## src/design/base64_stream_codec_macros.svh

```systemverilog
// assertion macros shared by the codec modules
`ifndef BASE64_STREAM_CODEC_MACROS_SVH
`define BASE64_STREAM_CODEC_MACROS_SVH

`ifndef SYNTH
`define B64SC_ASSERT(lbl, prop, msg) \
  lbl: assert property (@(posedge clk_i) disable iff (!rst_ni) prop) else $error(msg);
`define B64SC_NEVER(lbl, cond, msg) \
  lbl: assert property (@(posedge clk_i) disable iff (!rst_ni) !(cond)) else $error(msg);
`else
`define B64SC_ASSERT(lbl, prop, msg)
`define B64SC_NEVER(lbl, cond, msg)
`endif

`endif

```

## src/design/b64sc_pkg.sv

```systemverilog
`default_nettype none

package b64sc_pkg;

  localparam logic DIR_ENCODE = 1'b0;
  localparam logic DIR_DECODE = 1'b1;

  // position inside a 3-byte / 4-char group
  localparam logic [1:0] GRP_P0 = 2'd0;
  localparam logic [1:0] GRP_P1 = 2'd1;
  localparam logic [1:0] GRP_P2 = 2'd2;
  localparam logic [1:0] GRP_P3 = 2'd3;

  localparam logic [7:0] PAD_CHAR = 8'h3d;
  localparam logic [7:0] BAD_CODE = 8'hff;

  localparam int unsigned SLOTS = 4;

  // one queued command: up to four results from one input item
  typedef struct packed {
    logic [SLOTS-1:0][7:0] vals;
    logic [1:0]            cnt_m1;
    logic                  has_data;
    logic                  eor;
    logic                  bad;
  } cmd_t;

  typedef struct packed {
    logic valid;
    logic full;
  } q_status_t;

  function automatic logic [7:0] enc_char(input logic [5:0] code);
    logic [7:0] x;
    x = {2'b00, code};
    if (code < 6'd26) begin
      enc_char = x + 8'h41;          // 'A'
    end else if (code < 6'd52) begin
      enc_char = x + 8'd71;          // 'a' - 26
    end else if (code < 6'd62) begin
      enc_char = x - 8'd4;           // '0' - 52
    end else if (code == 6'd62) begin
      enc_char = 8'h2b;              // '+'
    end else begin
      enc_char = 8'h2f;              // '/'
    end
  endfunction

  function automatic logic [7:0] dec_sixbit(input logic [7:0] ch);
    case (ch) inside
      [8'h41:8'h5a]: dec_sixbit = ch - 8'h41;
      [8'h61:8'h7a]: dec_sixbit = ch - 8'd71;
      [8'h30:8'h39]: dec_sixbit = ch + 8'd4;
      8'h2b:         dec_sixbit = 8'd62;
      8'h2f:         dec_sixbit = 8'd63;
      default:       dec_sixbit = BAD_CODE;
    endcase
  endfunction

endpackage

`default_nettype wire

```

## src/design/b64sc_front.sv

```systemverilog
`default_nettype none

module b64sc_front import b64sc_pkg::*; (
  input  wire logic       clk_i,
  input  wire logic       rst_ni,
  input  wire logic       cfg_we_i,
  input  wire logic       cfg_wdata_i,
  input  wire logic       in_valid_i,
  output logic            in_ready_o,
  input  wire logic [7:0] in_value_i,
  input  wire logic       last_item_i,
  input  wire q_status_t  q_status_i,
  output logic            push_o,
  output cmd_t            cmd_o
);

`include "base64_stream_codec_macros.svh"

  logic       dir_q;
  logic [1:0] phase_q, phase_d;
  logic [7:0] carry_q, carry_d;
  logic       pad_q, pad_d;
  logic       accept;
  logic       has_out;
  logic       cur_bad;
  logic [7:0] code;

  assign in_ready_o = !q_status_i.full;
  assign accept     = in_valid_i && in_ready_o;

  always_comb begin
    phase_d = phase_q;
    carry_d = carry_q;
    pad_d   = pad_q;
    cmd_o   = '0;
    cmd_o.has_data = 1'b1;
    has_out = 1'b0;
    cur_bad = 1'b0;
    code    = dec_sixbit(in_value_i);

    if (dir_q == DIR_ENCODE) begin
      has_out = 1'b1;
      case (phase_q)
        GRP_P1: begin
          cmd_o.vals[0] = enc_char({carry_q[1:0], in_value_i[7:4]});
          carry_d = {4'b0000, in_value_i[3:0]};
          phase_d = GRP_P2;
          if (last_item_i) begin
            cmd_o.vals[1] = enc_char({in_value_i[3:0], 2'b00});
            cmd_o.vals[2] = PAD_CHAR;
            cmd_o.cnt_m1  = 2'd2;
          end
        end
        GRP_P2: begin
          cmd_o.vals[0] = enc_char({carry_q[3:0], in_value_i[7:6]});
          cmd_o.vals[1] = enc_char(in_value_i[5:0]);
          cmd_o.cnt_m1  = 2'd1;
          carry_d = '0;
          phase_d = GRP_P0;
        end
        default: begin
          // phase three cannot occur here and acts as the group start
          cmd_o.vals[0] = enc_char(in_value_i[7:2]);
          carry_d = {6'b000000, in_value_i[1:0]};
          phase_d = GRP_P1;
          if (last_item_i) begin
            cmd_o.vals[1] = enc_char({in_value_i[1:0], 4'b0000});
            cmd_o.vals[2] = PAD_CHAR;
            cmd_o.vals[3] = PAD_CHAR;
            cmd_o.cnt_m1  = 2'd3;
          end
        end
      endcase
    end else if (!pad_q) begin
      if (in_value_i == PAD_CHAR) begin
        pad_d = 1'b1;
      end else begin
        cur_bad   = (code == BAD_CODE);
        cmd_o.bad = cur_bad || (carry_q == BAD_CODE);
        carry_d   = code;
        case (phase_q)
          GRP_P0: begin
            phase_d = GRP_P1;
          end
          GRP_P1: begin
            has_out = 1'b1;
            cmd_o.vals[0] = {carry_q[5:0], code[5:4]};
            phase_d = GRP_P2;
          end
          GRP_P2: begin
            has_out = 1'b1;
            cmd_o.vals[0] = {carry_q[3:0], code[5:2]};
            phase_d = GRP_P3;
          end
          default: begin
            has_out = 1'b1;
            cmd_o.vals[0] = {carry_q[1:0], 6'b000000} | code;
            carry_d = '0;
            phase_d = GRP_P0;
          end
        endcase
      end
    end

    if (last_item_i) begin
      if (!has_out) begin
        // bare end marker
        cmd_o.has_data = 1'b0;
        cmd_o.bad      = cur_bad;
        cmd_o.cnt_m1   = 2'd0;
        cmd_o.vals     = '0;
      end
      cmd_o.eor = 1'b1;
      phase_d = GRP_P0;
      carry_d = '0;
      pad_d   = 1'b0;
    end
  end

  assign push_o = accept && (has_out || last_item_i);

  always_ff @(posedge clk_i or negedge rst_ni) begin
    if (!rst_ni) begin
      dir_q   <= DIR_ENCODE;
      phase_q <= GRP_P0;
      carry_q <= '0;
      pad_q   <= 1'b0;
    end else if (cfg_we_i) begin
      dir_q   <= cfg_wdata_i;
      phase_q <= GRP_P0;
      carry_q <= '0;
      pad_q   <= 1'b0;
    end else if (accept) begin
      phase_q <= phase_d;
      carry_q <= carry_d;
      pad_q   <= pad_d;
    end
  end

  `B64SC_ASSERT(fr_dec_single_a, push_o && dir_q == DIR_DECODE |-> cmd_o.cnt_m1 == 2'd0, "decode command carries more than one result")
  `B64SC_ASSERT(fr_last_clears_a, accept && last_item_i && !cfg_we_i |=> phase_q == GRP_P0 && !pad_q, "state not cleared after last item")

endmodule

`default_nettype wire

```

## src/design/b64sc_queue.sv

```systemverilog
`default_nettype none

module b64sc_queue import b64sc_pkg::*; (
  input  wire logic clk_i,
  input  wire logic rst_ni,
  input  wire logic push_i,
  input  wire cmd_t cmd_i,
  input  wire logic pop_i,
  output cmd_t      cmd_o,
  output q_status_t status_o
);

`include "base64_stream_codec_macros.svh"

  cmd_t       mem_q [2];
  logic       wr_ptr_q;
  logic       rd_ptr_q;
  logic [1:0] count_q;

  assign cmd_o           = mem_q[rd_ptr_q];
  assign status_o.valid  = (count_q != 2'd0);
  assign status_o.full   = (count_q == 2'd2);

  always_ff @(posedge clk_i) begin
    if (push_i) begin
      mem_q[wr_ptr_q] <= cmd_i;
    end
  end

  always_ff @(posedge clk_i or negedge rst_ni) begin
    if (!rst_ni) begin
      wr_ptr_q <= 1'b0;
      rd_ptr_q <= 1'b0;
      count_q  <= 2'd0;
    end else begin
      if (push_i) begin
        wr_ptr_q <= !wr_ptr_q;
      end
      if (pop_i) begin
        rd_ptr_q <= !rd_ptr_q;
      end
      if (push_i && !pop_i) begin
        count_q <= count_q + 2'd1;
      end else if (pop_i && !push_i) begin
        count_q <= count_q - 2'd1;
      end
    end
  end

  `B64SC_NEVER(q_overflow_a, push_i && status_o.full, "push into full queue")
  `B64SC_NEVER(q_underflow_a, pop_i && !status_o.valid, "pop from empty queue")

endmodule

`default_nettype wire

```

## src/design/b64sc_back.sv

```systemverilog
`default_nettype none

module b64sc_back import b64sc_pkg::*; (
  input  wire logic       clk_i,
  input  wire logic       rst_ni,
  input  wire q_status_t  q_status_i,
  input  wire cmd_t       q_cmd_i,
  output logic            pop_o,
  output logic            out_valid_o,
  input  wire logic       out_ready_i,
  output logic [7:0]      out_value_o,
  output logic            has_data_o,
  output logic            end_of_run_o,
  output logic            bad_char_o
);

`include "base64_stream_codec_macros.svh"

  cmd_t       cmd_q;
  logic       busy_q;
  logic [1:0] idx_q;
  logic       out_valid_q;
  logic [7:0] out_value_q;
  logic       has_data_q;
  logic       eor_q;
  logic       bad_q;
  logic       slot_free;
  logic       emit;
  logic       fin;
  logic       load;

  assign slot_free = !out_valid_q || out_ready_i;
  assign emit      = busy_q && slot_free;
  assign fin       = emit && (idx_q == cmd_q.cnt_m1);
  assign load      = q_status_i.valid && (!busy_q || fin);
  assign pop_o     = load;

  always_ff @(posedge clk_i) begin
    if (load) begin
      cmd_q <= q_cmd_i;
    end
    if (emit) begin
      out_value_q <= cmd_q.vals[idx_q];
      has_data_q  <= cmd_q.has_data;
      eor_q       <= cmd_q.eor && fin;
      bad_q       <= cmd_q.bad;
    end
  end

  always_ff @(posedge clk_i or negedge rst_ni) begin
    if (!rst_ni) begin
      busy_q      <= 1'b0;
      idx_q       <= 2'd0;
      out_valid_q <= 1'b0;
    end else begin
      if (load) begin
        busy_q <= 1'b1;
        idx_q  <= 2'd0;
      end else begin
        if (fin) begin
          busy_q <= 1'b0;
        end
        if (emit) begin
          idx_q <= idx_q + 2'd1;
        end
      end
      if (emit) begin
        out_valid_q <= 1'b1;
      end else if (out_ready_i) begin
        out_valid_q <= 1'b0;
      end
    end
  end

  assign out_valid_o  = out_valid_q;
  assign out_value_o  = out_value_q;
  assign has_data_o   = has_data_q;
  assign end_of_run_o = eor_q;
  assign bad_char_o   = bad_q;

  `B64SC_ASSERT(bk_idx_range_a, busy_q |-> idx_q <= cmd_q.cnt_m1, "result index past command count")
  `B64SC_ASSERT(bk_stall_hold_a, busy_q && out_valid_q && !out_ready_i |=> $stable(idx_q), "index moved while output stalled")

endmodule

`default_nettype wire

```

## src/design/base64_stream_codec.sv

```systemverilog
`default_nettype none

// Base64 codec (standard alphabet, '=' padding) over a byte stream. cfg_we_i writes
// the direction (0 encode, 1 decode) and restarts the message; write it only when the
// block is idle. The front stage takes one item per cycle while its two-entry command
// queue has room and turns it into up to four results; the back stage drains them
// through the output register at one result per cycle while the receiver is ready.
// An encoded byte therefore yields one to four results (four bytes' worth of text per
// three bytes, up to four at the end of a message), a decoded character at most one,
// so the sustained rate is set by the one-result-per-cycle back stage. Results pass the
// command queue, back-stage command register and output register. Items with no result
// (first character of a decode group, padding) are not queued unless they end a message.
module base64_stream_codec import b64sc_pkg::*; (
  input  wire logic       clk_i,
  input  wire logic       rst_ni,
  input  wire logic       cfg_we_i,
  input  wire logic       cfg_wdata_i,
  input  wire logic       in_valid_i,
  output logic            in_ready_o,
  input  wire logic [7:0] in_value_i,
  input  wire logic       last_item_i,
  output logic            out_valid_o,
  input  wire logic       out_ready_i,
  output logic [7:0]      out_value_o,
  output logic            has_data_o,
  output logic            end_of_run_o,
  output logic            bad_char_o
);

  logic      push;
  logic      pop;
  cmd_t      push_cmd;
  cmd_t      head_cmd;
  q_status_t q_status;

  b64sc_front u_front (
    .clk_i       (clk_i),
    .rst_ni      (rst_ni),
    .cfg_we_i    (cfg_we_i),
    .cfg_wdata_i (cfg_wdata_i),
    .in_valid_i  (in_valid_i),
    .in_ready_o  (in_ready_o),
    .in_value_i  (in_value_i),
    .last_item_i (last_item_i),
    .q_status_i  (q_status),
    .push_o      (push),
    .cmd_o       (push_cmd)
  );

  b64sc_queue u_queue (
    .clk_i    (clk_i),
    .rst_ni   (rst_ni),
    .push_i   (push),
    .cmd_i    (push_cmd),
    .pop_i    (pop),
    .cmd_o    (head_cmd),
    .status_o (q_status)
  );

  b64sc_back u_back (
    .clk_i        (clk_i),
    .rst_ni       (rst_ni),
    .q_status_i   (q_status),
    .q_cmd_i      (head_cmd),
    .pop_o        (pop),
    .out_valid_o  (out_valid_o),
    .out_ready_i  (out_ready_i),
    .out_value_o  (out_value_o),
    .has_data_o   (has_data_o),
    .end_of_run_o (end_of_run_o),
    .bad_char_o   (bad_char_o)
  );

endmodule

`default_nettype wire

```

## config.mk

```make
export PLATFORM = sky130hd
export DESIGN_NAME = base64_stream_codec
export DESIGN_NICKNAME = d
export VERILOG_FILES = /design/src/design/b64sc_pkg.sv /design/src/design/b64sc_front.sv /design/src/design/b64sc_queue.sv /design/src/design/b64sc_back.sv /design/src/design/base64_stream_codec.sv
export VERILOG_INCLUDE_DIRS = /design/src /design/src/design
export SDC_FILE = /design/constraint.sdc
export NUM_CORES = 1
export LEC_CHECK = 0
export BUFFER_PORTS_ARGS = -buffer_cell sky130_fd_sc_hd__buf_2
export CORE_MARGIN = 1.5
export CORE_UTILIZATION = 50
export DETAILED_ROUTE_END_ITERATION = 7
export PLACE_DENSITY = 0.7
export SYNTH_ARGS = -nofsm -noshare
export SYNTH_HDL_FRONTEND = slang
export SYNTH_SLANG_ARGS = --single-unit
```

## constraint.sdc

```tcl
create_clock -name clk_i -period 4 [get_ports clk_i]
set_input_delay 0.8 -clock clk_i [delete_from_list [all_inputs] [get_ports clk_i]]
set_output_delay 0.8 -clock clk_i [all_outputs]
set_load 0.05 [all_outputs]
```

# After elaboration in Yosys (flattened, before gate mapping)
# Memory sizes are Yosys's and may differ from the RTL's. A register that Yosys moved wholly into a read port is not among the register bits.
# Index checks and enable logic that the tools add are counted.
# word_totals
latchBits	0
out_inout_bits	13
ram_bits	74
input_bits	15
romBits	0
n_memories	1
regBits	31
elab_cells	202
# op_classes
order_cmp	25
n_reduce_logical	34
muxes	88
shift	0
add_sub_neg	24
multipliers	0
eq_ne	15
n_div	0
n_bitwise	1
# mem_list
memory	depth	width	rd	rd_clocked_by_memory_dff	write_ports	line	text
u_queue.mem_q	2	37	1	1	1	b64sc_queue.sv:15	cmd_t mem_q [2];
# ops
op	count
$mux W8	36
$add A6 B7 Y8 const B	12
$lt A6 B6 Y1 const B	12
$sub A6 B3 Y7 const B	6
$mux W37	1
$lt A6 B5 Y1 const B	6
$pmux W18 S2	1
$mux W35	1
$mux W2	13
$eq A6 B6 Y1 const B	4
$eq A8 B6 Y1 const B	3
$mux W24	1
$pmux W8 S3	1
$mux W1	23
$mux W22	1
$bmux W8 S2	1
$eq A8 B8 Y1 const B	2
$ge A8 B7 Y1 const B	2
$le A8 B7 Y1 const B	2
$pmux W8 S2	1
$sub A8 B7 Y8 const B	2
$mux W14	1
$mux W3	4
$reduce_bool A2 Y1	6
other kinds (23)	45

# Longest topological paths before layout
# logic_depth
ltp_word	13
ltp_mapped	13
depth_no_buf	10

# Modules after synthesis
# From an unflattened synthesis, not the netlist that was laid out.
# hier_totals
cells_unflattened	762
area_unflattened_um2	8592.0
# by_module_without_submodules
module	seq_area_each_um2	area_each_um2	instances	cells_each
b64sc_front	300.3	3761.1	1	549
b64sc_queue	2322.2	2941.6	1	131
b64sc_back	1541.5	1889.3	1	82

# Least setup slack after synthesis
# No wires, ideal clock.
# synth_path
kind	input port to flip-flop
startpoint	input out_ready_i
endpoint	register u_queue.count_q[1]
slack_ns	0.176
setup_ns	0.079
arrival_time_ns	3.745
t_required_ns	3.921
path_buffers	1
stages	10
path_cell_list	nand2b_1 > and2_1 > clkbuf_1 > nand4_1 > a21oi_1 > inv_1 > ha_1 > xor2_1 > nor2_1 > xor2_1
# synth_via
elab_chain_len	8
elab_cells_between_ends	10
cone_classes	mux (1); reduce/logical (9)
# synth_lines
item	line	text
from (decl)	base64_stream_codec.sv:23	input wire logic out_ready_i,
$logic_or A1 B1 Y1 *	b64sc_back.sv:32	assign slot_free = !out_valid_q || out_ready_i;
$logic_and A1 B1 Y1 *	b64sc_back.sv:33	assign emit = busy_q && slot_free;
named net u_back.emit	b64sc_back.sv:28	logic emit;
$logic_and A1 B1 Y1 *	b64sc_back.sv:34	assign fin = emit && (idx_q == cmd_q.cnt_m1);
$logic_or A1 B1 Y1 *	b64sc_back.sv:35	assign load = q_status_i.valid && (!busy_q || fin);
$logic_and A1 B1 Y1 *	b64sc_back.sv:35	
named net pop	base64_stream_codec.sv:31	logic pop;
$logic_not A1 Y1	b64sc_queue.sv:42	if (push_i && !pop_i) begin
$logic_and A1 B1 Y1	b64sc_queue.sv:42	
$mux W2 / $reduce_bool A2 Y1 (equally long branches)	n/a	
to (signal assigned)	b64sc_queue.sv:43	count_q <= count_q + 2'd1;
to (signal assigned)	b64sc_queue.sv:45	count_q <= count_q - 2'd1;
to (decl)	b64sc_queue.sv:18	logic [1:0] count_q;
# Mark *: on every way through the listed nets, which the timed path passes. The rest lies on a longest branch.
# A chain may end at the register's enable or synchronous reset.

==> out/results.tsv <==
metric	value	unit
finalCritPeriodShare	0.857	
drive_above_1_share	0.149	
syn_area	6650	sq um
total_power	3.93	mW
seq_area_frac_synth	0.423	
initial_core_util	0.520	
setup.worst_path.end_class	flip-flop	
min_period	3.43	ns
die-area	14000	sq um
synthCells	688	
post_cts_buffers	0	
setup_tns	0	ns
grt_usage	0.258	
rr_endpoint	u_queue.mem_q[1][5]	
grt-ovfl-total	0	
drt_iter0_drc	599	
drc	0	
fin_skew	0.00454	ns
slew_headroom	0.332	
grt_max_degree	29	
clkLatencyLatePin	0.33	ns
power_density	539	nW/um^2
wire_per_inst	20.7	um
cts_tree	yes	
path_clk_slew	0.06	ns
synth_edf_count	77	
synthArstFlopShare	0.206	
worst_ep_arrival_time	3.55	ns
finalHoldViolCount	0	
synth_flop_cell	edfxtp_1	
rsz0062_at_grt	no	
vias	5697	
whs_path_depth	0	
drv_cap	0	
n_antenna_cell	0	
ys_seq_elements	97	
setup_viol	0	
rows	41	
viasPerCell	6.51	
netlist.area_leader.share	0.348	
synth_area_leaders	edfxtp_1, dfrtp_1, ha_1	
globalplace.congestion	1.00	
dieHeight	118	um
worst_pin_slew	1.00	ns
grt_pass1_wl	28.8	mm
ctsResizeCount	0	
synth_cell_types	71	
p_leak	2.71	nW
hpwl	13.3	mm
port_buffers	27	
cts_hold_buffers	0	
ir_worst_vdd	0.347	mV
reg2reg_slack	1.02	ns
r2r-start	u_front.carry_q[0]	
coreArea	12800	sq um
slew_viol_final	0	
yosys_warnings	0	
htree_num_levels	3	
grt_pass1_vias	5456	
crit_type	in -> reg	
path_max_fanout	14	
synth.largest_area_cell	edfxtp_1	
hold_end	u_back.has_data_o	
die_w	118	um
worstHoldStart	u_back.cmd_q[2]	
area_growth	9.64	%
io_pins	28	
cts.sinks	97	
cts_root_buffer	clkbuf_16	
ant_nets	0	
worstPathRequired	4.12	ns
syn_nets	733	
max_clock_freq	292	MHz
routed_wl	18.1	mm
final_cells	875	
nets	743	
avgSynthCellArea	9.66	sq um
start_kind	primary input	
cts_buffers	9	
min_path_type	reg -> reg	
outcome	complete, no violations	
cts.path.max_buffers	2	
place_inst	859	
antenna_found_initial	0	
firstDrtPassIters	5	
hold_ws	0.428	ns
r2r_cells	7	
## worst max-delay path: stages
cell and delay [ns]:
buf_2 0.15, inv_1 0.29, ha_1 0.28, nand2b_1 0.21
and3_1 0.19, and3_1 0.51, a41oi_1 0.21, a22oi_2 0.37
a221oi_1 0.16, o31ai_1 0.37
## flip-flops by register name, summed over array words and instances, names as in the netlist
register / count
u_back.out_value_o: 8
u_back.has_data_o: 1
u_back.end_of_run_o: 1
u_front.pad_q: 1
u_back.out_valid_o: 1
u_front.phase_q: 2
u_back.cmd_q: 22
u_back.idx_q: 2
u_front.carry_q: 8
u_front.dir_q: 1
u_queue.wr_ptr_q: 1
u_queue.rd_ptr_q: 1
u_back.busy_q: 1
u_queue.mem_q: 44
u_back.bad_char_o: 1
u_queue.count_q: 2
## cell usage in the layout (no fill, tap or decap), types with 4 or more instances in the layout
cell        n
a211oi_1    8
a21o_1      9
a21oi_1    32
a221o_1     4
a221oi_1    7
a22o_1      7
a311oi_1    6
a31oi_1    10
and2_1      6
and3_1      7
buf_2      27
buf_4      26
clkbuf_16   9
dfrtp_1    20
edfxtp_1   77
ha_1       30
inv_1      27
mux2_2     23
mux2i_1     7
nand2_1    61
nand2b_1   15
nand3_1    24
nor2_1     37
nor2b_1     7
nor3_1     17
o2111ai_1   4
o211ai_1   19
o21ai_0    45
o21ai_1     4
o221ai_1    7
o22ai_1     8
o311ai_0    8
o31a_1      5
o31ai_1     6
or3_1       4
xnor2_1    19
xor2_1      7
## cells in the mapped netlist (3+ instances only)
master and instances:
a221o_1 4, mux2i_1 7, buf_6 3, o21ai_1 4, nand2b_1 15, a211oi_1 8, o2111ai_1 4, dfrtp_1 20
nor3_1 17, buf_2 5, xnor2_1 19, o211ai_1 19, a21oi_1 33, o221ai_1 7, nor2b_1 7, edfxtp_1 77
nand4_1 3, o22ai_1 8, and3_1 7, a22o_1 7, mux2_2 23, and2_1 6, xor2_1 7, a221oi_1 7
o32ai_1 3, nand2_1 61, buf_1 4, a22oi_1 3, or3_1 4, o21ai_0 45, inv_1 27, a311oi_1 6
o311ai_0 8, a31oi_1 10, nor2_1 39, o31ai_1 6, ha_1 30, o31a_1 5, a21o_1 9, nand3_1 24
clkbuf_1 42
## where the power goes
part	switching, mW	total (mW)	internal, mW
Combinational	0.874	1.35	0.474
Sequential	0.204	1.69	1.49
Clock	0.347	0.893	0.546
## layer usage
| metal | GRT usage | routed length (um) |
|---|---|---|
| met1 | 0.340 | 7560 |
| met2 | 0.436 | 8780 |
| met3 | 0.0299 | 1260 |
| met4 | 0.0945 | 507 |
| met5 | 0 | 0 |
## logic make-up (layout without fill, tap and decap cells)
group,after synthesis,count (layout),share of synthesized area
AOI/OAI and AO/OA,225,225,0.241
xor gates and xnor gates,26,26,0.0343
adders and majority gates,30,30,0.0565
buffers and inverters,83,98,0.0512
DFF,97,97,0.423
muxes,30,30,0.0495
and+or+nand+nor,197,197,0.144
## worst max path at each step
stage	start	end	slack, ns	cells past startpoint
2_1_floorplan	out_ready_i	u_queue.count_q[1]	0.18	10
3_3_place_gp	in_value_i[4]	u_queue.mem_q[0][6]	0.39	10
3_5_place_dp	in_value_i[4]	u_queue.mem_q[1][6]	0.32	10
4_1_cts	in_value_i[4]	u_queue.mem_q[0][6]	0.67	10
5_1_grt	in_value_i[4]	u_queue.mem_q[0][6]	0.38	10
6_report	in_value_i[4]	u_queue.mem_q[0][6]	0.57	10
## through the flow
stage                util  cell area (sq um)  setup WS, ns
detailed placement  0.546               6970         0.318
global route        0.571               7290         0.379
floorplan               -               6650         0.176
CTS                 0.571               7290         0.669
global placement    0.546               6970         0.393
finish              0.571               7290         0.573
## layout make-up
class	count	area, sq um
well taps	172	215
flip-flops and latches	97	2810
repair buffers	53	330
inverters	29	109
clock buffers	9	225
fillers	1102	5490
clock inverters	7	92.6
multi-input cells	508	3500
No activity file was read; power rests on OpenSTA's default activity.
